==> src/hw/rtl/qsv_pkg.sv <==
package qsv_pkg;

    // Default limit on the value length, in bytes.
    localparam int MAX_LENGTH_DEF = 4096;

    // Width of the offset and length fields on the result channel.
    localparam int OUT_POS_W = 13;

    // Byte codes with a special meaning.
    localparam logic [7:0] CH_NUL    = 8'd0;
    localparam logic [7:0] CH_LF     = 8'd10;
    localparam logic [7:0] CH_CR     = 8'd13;
    localparam logic [7:0] CH_QUOTE  = 8'd34;
    localparam logic [7:0] CH_BSLASH = 8'd92;

    // Scan phase: leading whitespace, then the value itself.
    typedef enum logic [1:0] {
        PH_SKIP  = 2'd0,
        PH_VALUE = 2'd1
    } t_phase;

    // One input request.
    typedef struct packed {
        logic [7:0] data_byte;
        logic       last_byte;
    } t_item;

    // One verdict.
    typedef struct packed {
        logic                 valid_res;
        logic                 was_quoted;
        logic [OUT_POS_W-1:0] value_offset;
        logic [OUT_POS_W-1:0] value_length;
    } t_result;

    // Running state of the content check.
    typedef struct packed {
        logic       escape_pending;
        logic [2:0] cont_left;
        logic       error_flag;
        logic       stopped_by_nul;
    } t_content;

    // Whitespace: HT, LF, VT, FF, CR and space.
    function automatic logic is_space(input logic [7:0] b);
        return (b inside {[8'd9:8'd13], 8'd32});
    endfunction

    // Quoted-string text, plus space and tab.
    function automatic logic is_text(input logic [7:0] b);
        return (b inside {8'd9, 8'd32, 8'd33, [8'd35:8'd91], [8'd93:8'd126]});
    endfunction

    // Number of continuation bytes that a UTF-8 lead byte announces.
    function automatic logic [2:0] lead_count(input logic [7:0] b);
        logic [2:0] n;
        n = 3'd0;
        if (b inside {[8'd192:8'd223]}) begin
            n = 3'd1;
        end else if (b inside {[8'd224:8'd239]}) begin
            n = 3'd2;
        end else if (b inside {[8'd240:8'd247]}) begin
            n = 3'd3;
        end else if (b inside {[8'd248:8'd251]}) begin
            n = 3'd4;
        end else if (b inside {[8'd252:8'd253]}) begin
            n = 3'd5;
        end
        return n;
    endfunction

    // Advances the content check by one byte.
    function automatic t_content check_content(input logic [7:0] b, input t_content c);
        t_content r;
        r = c;
        if (!c.stopped_by_nul && !c.error_flag) begin
            if (c.cont_left != 3'd0) begin
                // Inside a UTF-8 sequence: only continuation bytes may follow.
                if (b inside {[8'd128:8'd191]}) begin
                    r.cont_left = c.cont_left - 3'd1;
                end else begin
                    r.error_flag = 1'b1;
                    r.cont_left  = 3'd0;
                end
            end else if (c.escape_pending) begin
                // Escaped byte: any 7-bit code except a line break.
                r.escape_pending = 1'b0;
                if (b[7] || b == CH_LF || b == CH_CR) begin
                    r.error_flag = 1'b1;
                end
            end else if (b == CH_NUL) begin
                r.stopped_by_nul = 1'b1;
            end else if (b inside {[8'd192:8'd253]}) begin
                r.cont_left = lead_count(b);
            end else if (b == CH_BSLASH) begin
                r.escape_pending = 1'b1;
            end else if (!is_text(b)) begin
                r.error_flag = 1'b1;
            end
        end
        return r;
    endfunction

endpackage

==> src/hw/rtl/qsv_in_stage.sv <==
module qsv_in_stage
    import qsv_pkg::*;
(
    input  logic       i_clk,
    input  logic       i_rst_n,
    input  logic       i_s_tvalid,
    output logic       o_s_tready,
    input  logic [7:0] i_s_tdata,   // [7:0] data_byte
    input  logic       i_s_tlast,   // last_byte
    input  logic       i_advance,
    output logic       o_item_valid,
    output t_item      o_item
);

    logic  r_valid;
    t_item r_item;

    // The register takes a new request when empty or when its content moves on.
    assign o_s_tready = !r_valid || i_advance;

    always_ff @(posedge i_clk) begin
        if (!i_rst_n) begin
            r_valid <= 1'b0;
        end else if (o_s_tready) begin
            r_valid <= i_s_tvalid;
        end
    end

    // Payload carries no reset.
    always_ff @(posedge i_clk) begin
        if (o_s_tready && i_s_tvalid) begin
            r_item.data_byte <= i_s_tdata;
            r_item.last_byte <= i_s_tlast;
        end
    end

    assign o_item_valid = r_valid;
    assign o_item       = r_item;

endmodule

==> src/hw/rtl/qsv_scan.sv <==
module qsv_scan
    import qsv_pkg::*;
#(
    parameter int MAX_LENGTH = MAX_LENGTH_DEF
) (
    input  logic    i_clk,
    input  logic    i_rst_n,
    input  logic    i_step,
    input  t_item   i_item,
    input  logic    i_quotes_required,
    output logic    o_res_valid,
    output t_result o_result
);

    // Positions saturate at MAX_LENGTH + 1.
    localparam int POS_W = $clog2(MAX_LENGTH + 2);
    localparam logic [POS_W-1:0] POS_MAX = POS_W'(MAX_LENGTH);

    t_phase           r_phase,    n_phase;
    t_content         r_content,  n_content;
    logic             r_quoted,   n_quoted;
    logic [POS_W-1:0] r_byte_pos, n_byte_pos;
    logic [POS_W-1:0] r_start,    n_start;

    logic             too_long;
    logic             closing;
    logic             content_ok;
    logic [POS_W-1:0] span;
    t_result          res;

    // Per-byte state update and verdict.
    always_comb begin
        n_phase    = r_phase;
        n_content  = r_content;
        n_quoted   = r_quoted;
        n_start    = r_start;
        closing    = 1'b0;
        n_byte_pos = (r_byte_pos <= POS_MAX) ? r_byte_pos + POS_W'(1) : r_byte_pos;
        too_long   = n_byte_pos > POS_MAX;

        if (!too_long) begin
            case (r_phase)
                PH_SKIP: begin
                    if (!is_space(i_item.data_byte)) begin
                        n_phase = PH_VALUE;
                        n_start = r_byte_pos;
                        if (i_item.data_byte == CH_QUOTE) begin
                            n_quoted = 1'b1;
                        end else begin
                            n_content = check_content(i_item.data_byte, r_content);
                        end
                    end
                end
                PH_VALUE: begin
                    if (r_quoted && i_item.last_byte) begin
                        closing = (i_item.data_byte == CH_QUOTE);
                    end else begin
                        n_content = check_content(i_item.data_byte, r_content);
                    end
                end
                default: begin
                    n_phase = PH_SKIP;
                end
            endcase
        end

        content_ok = !n_content.error_flag &&
                     (n_content.stopped_by_nul ||
                      (n_content.cont_left == 3'd0 && !n_content.escape_pending));
        span = n_byte_pos - n_start;

        // Verdict for the case where this byte ends the value.
        res = '0;
        if (too_long) begin
            res = '0;
        end else if (n_quoted && closing) begin
            res.valid_res    = content_ok;
            res.was_quoted   = 1'b1;
            res.value_offset = OUT_POS_W'(n_start + POS_W'(1));
            res.value_length = OUT_POS_W'(span - POS_W'(2));
        end else if (n_quoted) begin
            res.value_offset = OUT_POS_W'(n_start);
            res.value_length = OUT_POS_W'(span);
        end else if (n_phase == PH_SKIP) begin
            res.valid_res    = !i_quotes_required;
            res.value_offset = OUT_POS_W'(n_byte_pos);
        end else begin
            res.valid_res    = !i_quotes_required && content_ok;
            res.value_offset = OUT_POS_W'(n_start);
            res.value_length = OUT_POS_W'(span);
        end
    end

    // Scan state; the last byte of a value returns it to the reset state.
    always_ff @(posedge i_clk) begin
        if (!i_rst_n || (i_step && i_item.last_byte)) begin
            r_phase    <= PH_SKIP;
            r_content  <= '0;
            r_quoted   <= 1'b0;
            r_byte_pos <= '0;
            r_start    <= '0;
        end else if (i_step) begin
            r_phase    <= n_phase;
            r_content  <= n_content;
            r_quoted   <= n_quoted;
            r_byte_pos <= n_byte_pos;
            r_start    <= n_start;
        end
    end

    assign o_res_valid = i_step && i_item.last_byte;
    assign o_result    = res;

endmodule

==> src/hw/rtl/qsv_out_stage.sv <==
module qsv_out_stage
    import qsv_pkg::*;
(
    input  logic        i_clk,
    input  logic        i_rst_n,
    input  logic        i_load,
    input  t_result     i_result,
    output logic        o_advance,
    output logic        o_m_tvalid,
    input  logic        i_m_tready,
    output logic [31:0] o_m_tdata,  // [12:0] value_offset, [25:13] value_length, rest zero
    output logic [1:0]  o_m_tuser   // [0] valid_res, [1] was_quoted
);

    logic    r_valid;
    t_result r_result;

    // The upstream stage may move whenever this register is free or being drained.
    assign o_advance = !r_valid || i_m_tready;

    always_ff @(posedge i_clk) begin
        if (!i_rst_n) begin
            r_valid <= 1'b0;
        end else if (o_advance) begin
            r_valid <= i_load;
        end
    end

    always_ff @(posedge i_clk) begin
        if (o_advance && i_load) begin
            r_result <= i_result;
        end
    end

    assign o_m_tvalid = r_valid;
    assign o_m_tdata  = {6'd0, r_result.value_length, r_result.value_offset};
    assign o_m_tuser  = {r_result.was_quoted, r_result.valid_res};

endmodule

==> src/hw/rtl/quoted_string_validator.sv <==
// Quoted string validator.
// The input stream carries a header value one byte per request in s_tdata,
// with s_tlast high on the final byte. Leading whitespace is skipped, optional
// or required enclosing quotes are checked and stripped, and the content is
// checked for quoted text, backslash escapes and UTF-8 sequences.
// The output stream carries one verdict per value, issued for its last byte:
// m_tuser holds the valid and quoted flags, m_tdata the offset and length.
// The cfg write port sets the quotes-required register (reset value 1); the user
// must write it only while no value is in flight; the block does not enforce this.
// Throughput: one byte per cycle, sustained while the receiver does not stall, back to back across values.
// Each byte is held in the input register and scanned combinationally; the
// verdict for a last byte is then registered in the result register, which
// presents it to the receiver.
// When the receiver stalls, the result register holds the verdict; bytes that
// end no value keep flowing, and the input side stalls only when a second
// verdict is ready behind the held one.
// Synchronous reset clears the scan state and both stage valid bits.
module quoted_string_validator
    import qsv_pkg::*;
#(
    parameter int MAX_LENGTH = MAX_LENGTH_DEF
) (
    input  logic        i_clk,
    input  logic        i_rst_n,
    input  logic        i_s_tvalid,
    output logic        o_s_tready,
    input  logic [7:0]  i_s_tdata,  // [7:0] data_byte
    input  logic        i_s_tlast,  // last_byte
    output logic        o_m_tvalid,
    input  logic        i_m_tready,
    output logic [31:0] o_m_tdata,  // [12:0] value_offset, [25:13] value_length, rest zero
    output logic [1:0]  o_m_tuser,  // [0] valid_res, [1] was_quoted
    input  logic        i_cfg_wr_en,
    input  logic        i_cfg_wr_data
);

    logic    r_quotes_required;
    logic    advance;
    logic    item_go;
    logic    item_valid;
    t_item   item;
    logic    res_valid;
    t_result result;

    // Configuration register.
    always_ff @(posedge i_clk) begin
        if (!i_rst_n) begin
            r_quotes_required <= 1'b1;
        end else if (i_cfg_wr_en) begin
            r_quotes_required <= i_cfg_wr_data;
        end
    end

    // Only a byte that ends a value needs room in the result register.
    assign item_go = advance || !item.last_byte;

    qsv_in_stage u_in_stage (
        .i_clk        (i_clk),
        .i_rst_n      (i_rst_n),
        .i_s_tvalid   (i_s_tvalid),
        .o_s_tready   (o_s_tready),
        .i_s_tdata    (i_s_tdata),
        .i_s_tlast    (i_s_tlast),
        .i_advance    (item_go),
        .o_item_valid (item_valid),
        .o_item       (item)
    );

    qsv_scan #(
        .MAX_LENGTH (MAX_LENGTH)
    ) u_scan (
        .i_clk             (i_clk),
        .i_rst_n           (i_rst_n),
        .i_step            (item_valid && item_go),
        .i_item            (item),
        .i_quotes_required (r_quotes_required),
        .o_res_valid       (res_valid),
        .o_result          (result)
    );

    qsv_out_stage u_out_stage (
        .i_clk      (i_clk),
        .i_rst_n    (i_rst_n),
        .i_load     (res_valid),
        .i_result   (result),
        .o_advance  (advance),
        .o_m_tvalid (o_m_tvalid),
        .i_m_tready (i_m_tready),
        .o_m_tdata  (o_m_tdata),
        .o_m_tuser  (o_m_tuser)
    );

endmodule
==> config.mk <==
export PLATFORM = sky130hd
export DESIGN_NAME = quoted_string_validator
export DESIGN_NICKNAME = d
export VERILOG_FILES = /design/src/hw/rtl/qsv_pkg.sv /design/src/hw/rtl/qsv_in_stage.sv /design/src/hw/rtl/qsv_scan.sv /design/src/hw/rtl/qsv_out_stage.sv /design/src/hw/rtl/quoted_string_validator.sv
export SDC_FILE = /design/constraint.sdc
export NUM_CORES = 1
export LEC_CHECK = 0
export ABC_AREA = 0
export BUFFER_PORTS_ARGS = -buffer_cell sky130_fd_sc_hd__buf_2
export CAP_MARGIN = 20
export CORE_MARGIN = 5
export CORE_UTILIZATION = 40
export CTS_CLUSTER_DIAMETER = 30
export DETAILED_ROUTE_END_ITERATION = 16
export HOLD_SLACK_MARGIN = 0.1
export SLEW_MARGIN = 20
export SYNTH_ARGS = -nofsm -noshare
export SYNTH_HDL_FRONTEND = slang
export SYNTH_SLANG_ARGS = --single-unit
==> constraint.sdc <==
create_clock -name i_clk -period 6.4 [get_ports i_clk]
set_input_delay 0.64 -clock i_clk [delete_from_list [all_inputs] [get_ports i_clk]]
set_output_delay 0.64 -clock i_clk [all_outputs]
set_load 0.03 [all_outputs]
# Word level (Yosys, flattened, before mapping)
# Index checks and enable logic that the tools add are counted.
[totals]
wordCells = 144
input_bits = 15
output_inout_bits = 36
reg_bits = 75
[classes]
reduce_logical = 43
muxes = 51
n_eq_ne = 8
addsub = 5
n_lt_le_gt_ge = 20
[op_table]
columns = ["operator", "count"]
rows = [
  ["$mux W13", 6],
  ["$mux W26", 2],
  ["$ge A8 B8 Y1 const B", 6],
  ["$le A8 B8 Y1 const B", 6],
  ["$mux W6", 5],
  ["$add A13 B1 Y13 const B", 2],
  ["$eq A8 B4 Y1 const B", 3],
  ["$eq A8 B6 Y1 const B", 3],
  ["$mux W1", 24],
  ["$mux W3", 8],
  ["$logic_and A1 B1 Y1", 20],
  ["$le A8 B7 Y1 const B", 2],
  ["$gt A13 B13 Y1 const B", 1],
  ["$le A13 B13 Y1 const B", 1],
  ["$sub A13 B13 Y13", 1],
  ["$sub A13 B2 Y13 const B", 1],
  ["$pmux W6 S2", 1],
  ["$logic_not A1 Y1", 9],
  ["$eq A8 B7 Y1 const B", 1],
  ["$ge A8 B4 Y1 const B", 1],
  ["$ge A8 B6 Y1 const B", 1],
  ["$ge A8 B7 Y1 const B", 1],
  ["$le A8 B4 Y1 const B", 1],
  ["$logic_not A8 Y1", 1],
  ["other kinds (12)", 20],
]

# Depth between registers and ports, before layout
[depth]
depth_word = 24
ltp_mapped = 24
mapped_depth_nobuf = 22

# Modules after synthesis
# From an unflattened synthesis, not the netlist that was laid out.
[hier_totals]
hier_cells = 669
hier_area_um2 = 5641.7
[modules_own_cells]
columns = ["module", "area_each_um2", "n_inst", "cells_each"]
rows = [
  ["qsv_scan", 4310.4, 1, 610],
  ["qsv_out_stage", 947.2, 1, 40],
  ["qsv_in_stage", 327.8, 1, 14],
  ["quoted_string_validator", 56.3, 1, 5],
]

# Worst setup path before layout
# OpenSTA, ideal clock, no wires.
[synth_timing]
kind = "reg-to-reg"
from = "register u_scan.r_byte_pos[1]"
to = "register u_out_stage.r_result, in the netlist u_out_stage.o_m_tdata[25], data pin"
period_less_slack_ns = 5.507
path_stages_with_launch = 25
t_required_ns = 6.138
t_arrival_ns = 5.245
setup_slack_ns = 0.893
setup_ns = 0.262
n_path_buf = 2
path_cell_list = "dfxtp_1 > clkbuf_1 > inv_1 > ha_1 > nor4b_2 > a31oi_4 > mux2i_1 > nor4_4 > a21o_4 > nand2_4 > buf_4 > a21oi_1 > inv_1 > ha_1 > inv_1 > fa_1 > a21o_1 > a211o_1 > a2111o_1 > nand2_1 > xnor2_1 > or3_4 > or4_4 > o211ai_1 > mux2i_1"
[synth_via]
elab_chain_len = 8
elab_cells_between_ends = 17
[synth_lines]
columns = ["element", "line_no", "source"]
rows = [
  ["start: declaration", "qsv_scan.sv:22", "logic [POS_W-1:0] r_byte_pos, n_byte_pos;"],
  ["start signal: assignment", "qsv_scan.sv:106", "r_byte_pos <= n_byte_pos;"],
  ["$add A13 B1 Y13 or $le A13 B13 Y1 (tied branches)", "qsv_scan.sv:38", "n_byte_pos = (r_byte_pos <= POS_MAX) ? r_byte_pos + POS_W'(1) : r_byte_pos;"],
  ["$mux W13 *", "qsv_scan.sv:38", ""],
  ["$gt A13 B13 Y1 *", "qsv_scan.sv:39", "too_long = n_byte_pos > POS_MAX;"],
  ["$mux W13 *", "qsv_scan.sv:41", "if (!too_long) begin"],
  ["net u_scan.n_start[0]", "qsv_scan.sv:23", "logic [POS_W-1:0] r_start, n_start;"],
  ["$sub A13 B13 Y13 *", "qsv_scan.sv:70", "span = n_byte_pos - n_start;"],
  ["branches (longest 2 deep; another with $sub A13 B2 Y13)", "-", ""],
  ["$mux W26 *", "qsv_scan.sv:76", "end else if (n_quoted && closing) begin"],
  ["end signal: assignment", "qsv_out_stage.sv:31", "r_result <= i_result;"],
  ["end: declaration", "qsv_out_stage.sv:16", "t_result r_result;"],
]
# Mark *: on every way through the listed nets, which the timed path passes.
# A chain may end at the register's enable or synchronous reset.

# Final worst setup path
[layout_timing]
from = "register u_scan.r_byte_pos[0]"
to = "register u_out_stage.r_result, in the netlist u_out_stage.o_m_tdata[25], data pin"
[layout_via]
elab_chain_len = 8
elab_cells_between_ends = 17
[layout_lines]
columns = ["element", "line_no"]
rows = [
  ["$add A13 B1 Y13 or $le A13 B13 Y1 (tied branches)", "qsv_scan.sv:38"],
  ["$mux W13", "qsv_scan.sv:38"],
  ["$gt A13 B13 Y1", "qsv_scan.sv:39"],
  ["$mux W13 *", "qsv_scan.sv:41"],
  ["net u_scan.n_start[0]", "qsv_scan.sv:23"],
  ["$sub A13 B13 Y13 *", "qsv_scan.sv:70"],
  ["branches (longest 2 deep; another with $sub A13 B2 Y13)", "-"],
  ["$mux W26 *", "qsv_scan.sv:76"],
]
# Marks and branches as above.

==> run summary <==
The run finished with clean final reports. The final-stage net count is just under 700. The worst setup path category is reg2reg. The number of distinct library cells after synthesis is between 80 and 90. The first global-routing pass estimated ~25,000 um of wire.

The via count of the first global-routing pass came to between 4,000 and 5,000. The synthesized area divided by synthesized cell count came out at 8.77 um2. The largest voltage drop on the vdd net came out at between 0.1 and 0.15 mV.

STA puts the critical path data arrival time at between 5000 and 6000 ps. The worst path uses 91.9% of the clock period. The clock-pin slew on the worst setup and hold paths is 60 ps. The synthesized flop and latch total came out at 75. The critical path required time is 6500 ps. The area of the die came out at 0.0159 mm2. The fill cell instance count of the final layout is approximately 1,300. Setup repair after global routing left no endpoint under its margin. The detailed-route DRC error count came out at 0.

The number of setup violations in the final report came out at 0. The gate count after technology mapping came out at 616. The sequential element share of the synthesized area is 34.6%.

Counting I/O delays and the setup requirement, the final critical path takes 5880 ps. The routed wire length per instance came out at 18.4 um. The number of enable flip-flop cells after synthesis came out at 37. The overall routing resource usage is 19.2%.

The buffer depth of the longest clock path came out at 2. The transition at the pin with the smallest max-transition slack came out at 1010 ps. STA classifies the critical path startpoint as a flop. The number of pins with negative max-slew slack in the final report came out at 0.

The total via count after detailed routing is 4,942. The max capacitance violation total came out at 0. The accumulated negative setup slack came out at 0 ps. The die boundary width came out at 126 um.

Entering global routing, the biggest net connects 45 pins. The kind of path behind the tightest hold check is in2reg. Derived from the worst setup path, the maximum achievable clock frequency is roughly 170 MHz. In this run the cell area of the synthesized design comes to 0.00541 mm2. The post-place instance area came out at 0.00573 mm2.

The number of cells upsized or downsized after cts is 0. The violation count after the first detailed-routing iteration came out at 349. The clock latency at the later pin of the worst-skew pair is 350 ps.

The count of pins on the block boundary is 51. The layout-stage area growth over the synthesis result came out at 11.1%. After floorplanning, the core was sized to cover roughly 0.013 mm2. Global routing finished with a remaining overflow of 0. In the routed layout, each cell is associated on average with a via count of 6.00. The CTS buffer count came out at 9. The number of setup buffers added after CTS is 0. The final estimated routing congestion in global placement is 0.927. The overall routed net length is 15,100 um. The initial core utilization came out at roughly 40%. The total iterations of the first detailed-routing run is 6. TritonCTS built the clock tree.

For this run, the number of standard cells in the final layout without fillers is approximately 820. The most common flop cell mapped by yosys is dfxtp_1. The number of warnings issued by yosys came out at 0. The slack of the critical path came out at 516 ps.

The number of hold-slack violations in the final timing report came out at 0. The buffer type at the clock tree root is clkbuf_16. The proportion of layout cells with a drive suffix above 1 is 15.1%. The antenna diode instance count is 0.

The number of buffers inserted by hold repair at cts came out at 0. At the placement stage, the worst setup path has a slack of 598 ps. The remaining number of nets flagged by the antenna check after routing is 0. The multi-input combinational cells in the finished layout cover a total of 0.00324 mm2. The number of placed instances with taps included is just over 800. The worst slack on hold paths is 465 ps. The worst clock skew on the final layout is 11.2 ps. The top fanout value on the critical path came out at 19. The max-slew headroom at the worst pin is 32.2%. Summing all flip-flop and latch instances after layout gives 0.00187 mm2. The H-tree was split into 3 levels. The reported leakage power came out at approximately 0.0022 uW. The share of flip-flops with an asynchronous set or reset is 0%. Once layout is done, the placed cells without fillers occupy between 0.006 and 0.007 mm2.

The detailed-placement wirelength estimate is between 10,000 and 15,000 um. The row count is 42. The number of antenna violations at the first check in global routing came out at 0.

STA classifies the critical path endpoint as a flop. The vertical extent of the die came out at 126 um. The clock sink count is 75. Dividing total power by cell area gives a power density of 222 mW/mm2.

The number of port buffers is 44.
## power breakdown
| group | internal (uW) | switching [uW] |
|---|---|---|
| logic | 117 | 191 |
| clock network | 273 | 203 |
| registers | 531 | 20.5 |
| total | 921 | 414 |
## cells by family (layout without fill, tap and decap cells)
kind of cell / count (synthesis) / in the layout / share of synthesized area, %
flip-flops: 75 / 75 / 34.6
AND/OR/NAND/NOR: 238 / 238 / 24.3
XOR/XNOR: 25 / 25 / 4.05
buffers and inverters: 70 / 97 / 5.99
AO/OA/AOI/OAI: 164 / 164 / 21.8
adder cells (fa/ha/maj): 19 / 19 / 4.54
multiplexers: 24 / 24 / 4.61
other: 1 / 6 / 0.0694
## critical path: stages, from the launching register on
cell and delay (ps):
dfxtp_1 470, inv_1 170, ha_1 230, nor4b_2 170, a31oi_4 320, mux2i_1 340, nor4_4 110, a21o_4 250
nand2_4 230, a21oi_1 160, inv_1 130, ha_1 180, inv_1 60, fa_1 460, a21o_1 210, a211o_1 310
a2111o_1 440, nand2_1 80, xnor2_1 130, or3_4 420, or4_4 530, o211ai_1 170, mux2i_1 90
## worst paths after layout
check	from	endpoint	slack [ps]	cells after the start
setup reg to reg	u_scan.r_byte_pos[0]$_SDFFE_PP0P_	u_out_stage.o_m_tdata[25]$_SDFFCE_PP0P_	520	22
hold reg to reg	u_scan.r_content[3]$_SDFFE_PP0P_	u_scan.r_content[3]$_SDFFE_PP0P_	520	2
setup / recovery	u_scan.r_byte_pos[0]$_SDFFE_PP0P_	u_out_stage.o_m_tdata[25]$_SDFFCE_PP0P_	520	22
hold / removal	i_s_tdata[2]	u_in_stage.o_item[3]$_DFFE_PP_	460	1
## sequential cells by signal, indices dropped and copies added, names as in the netlist
register                 count
u_in_stage.o_item            9
u_scan.r_phase               2
u_scan.r_byte_pos           13
u_in_stage.o_item_valid      1
u_scan.r_content             6
u_scan.r_start              13
r_quotes_required            1
u_scan.r_quoted              1
u_out_stage.o_m_tuser        2
u_out_stage.o_m_tvalid       1
u_out_stage.o_m_tdata       26
## placed cells by master, fill, tap and decap left out, drive strengths merged, types with 17 or more instances in the layout
master / n
a211oi: 21
a21oi: 39
buf: 55
dfxtp: 38
edfxtp: 37
ha: 18
inv: 26
mux2i: 17
nand2: 42
nand3: 22
nor2: 64
nor3: 21
o21ai: 19
## synth_stat cells, types with 5 or more instances
cell type  number  area share, %
nand3b_1        5           0.69
xor2_1         11            1.8
nand4_1        14            1.6
o31a_1          6           0.97
edfxtp_1       37             21
o211ai_1       11            1.5
ha_1           18            4.2
dfxtp_1        38             14
a21oi_1        38            3.5
mux2_2          7            1.5
nor3_1         20            1.9
o21a_1          7           0.97
a31oi_1        11            1.3
buf_2          13            1.2
and3_1          8           0.93
a41oi_1         6           0.97
o21ai_0        19            1.8
mux2i_1        17            3.1
nand2_1        40            2.8
inv_1          26            1.8
nor2_1         64            4.4
buf_4           9            1.2
nor2b_1         9            1.0
clkbuf_1       18            1.2
nand3_1        21            1.9
and2_1          9            1.0
nand2b_1        5           0.58
a211oi_1       20            2.8
or3_1          12            1.4
xnor2_1        14            2.3
## final cells by class
| class | count | area share (%) |
|---|---|---|
| multi-input combinational | 476 | 53.9 |
| sequential | 75 | 31.2 |
| timing repair buffer | 55 | 5.04 |
| clock buffer | 12 | 4.11 |
| tap | 176 | 3.67 |
| inverter | 26 | 1.63 |
| clock inverter | 4 | 0.479 |
## layer usage
layer | global-route usage (%) | vias to the layer above | share of wire [%]
met5 | 0 | - | 0
met1 | 25.6 | 2362 | 44
li1 | - | 2355 | -
met3 | 3.68 | 35 | 6.3
met2 | 30.5 | 190 | 47
met4 | 7.70 | 0 | 2.6
## per-stage QoR
step | utilization [%] | power (uW)
CTS | 45.3 | 1340
detailed placement | 43.3 | 863
finish | 45.3 | 1340
floorplan | - | 788
global placement | 43.3 | 857
global route | 45.3 | 1400
Power figures use the tool's default switching activity.
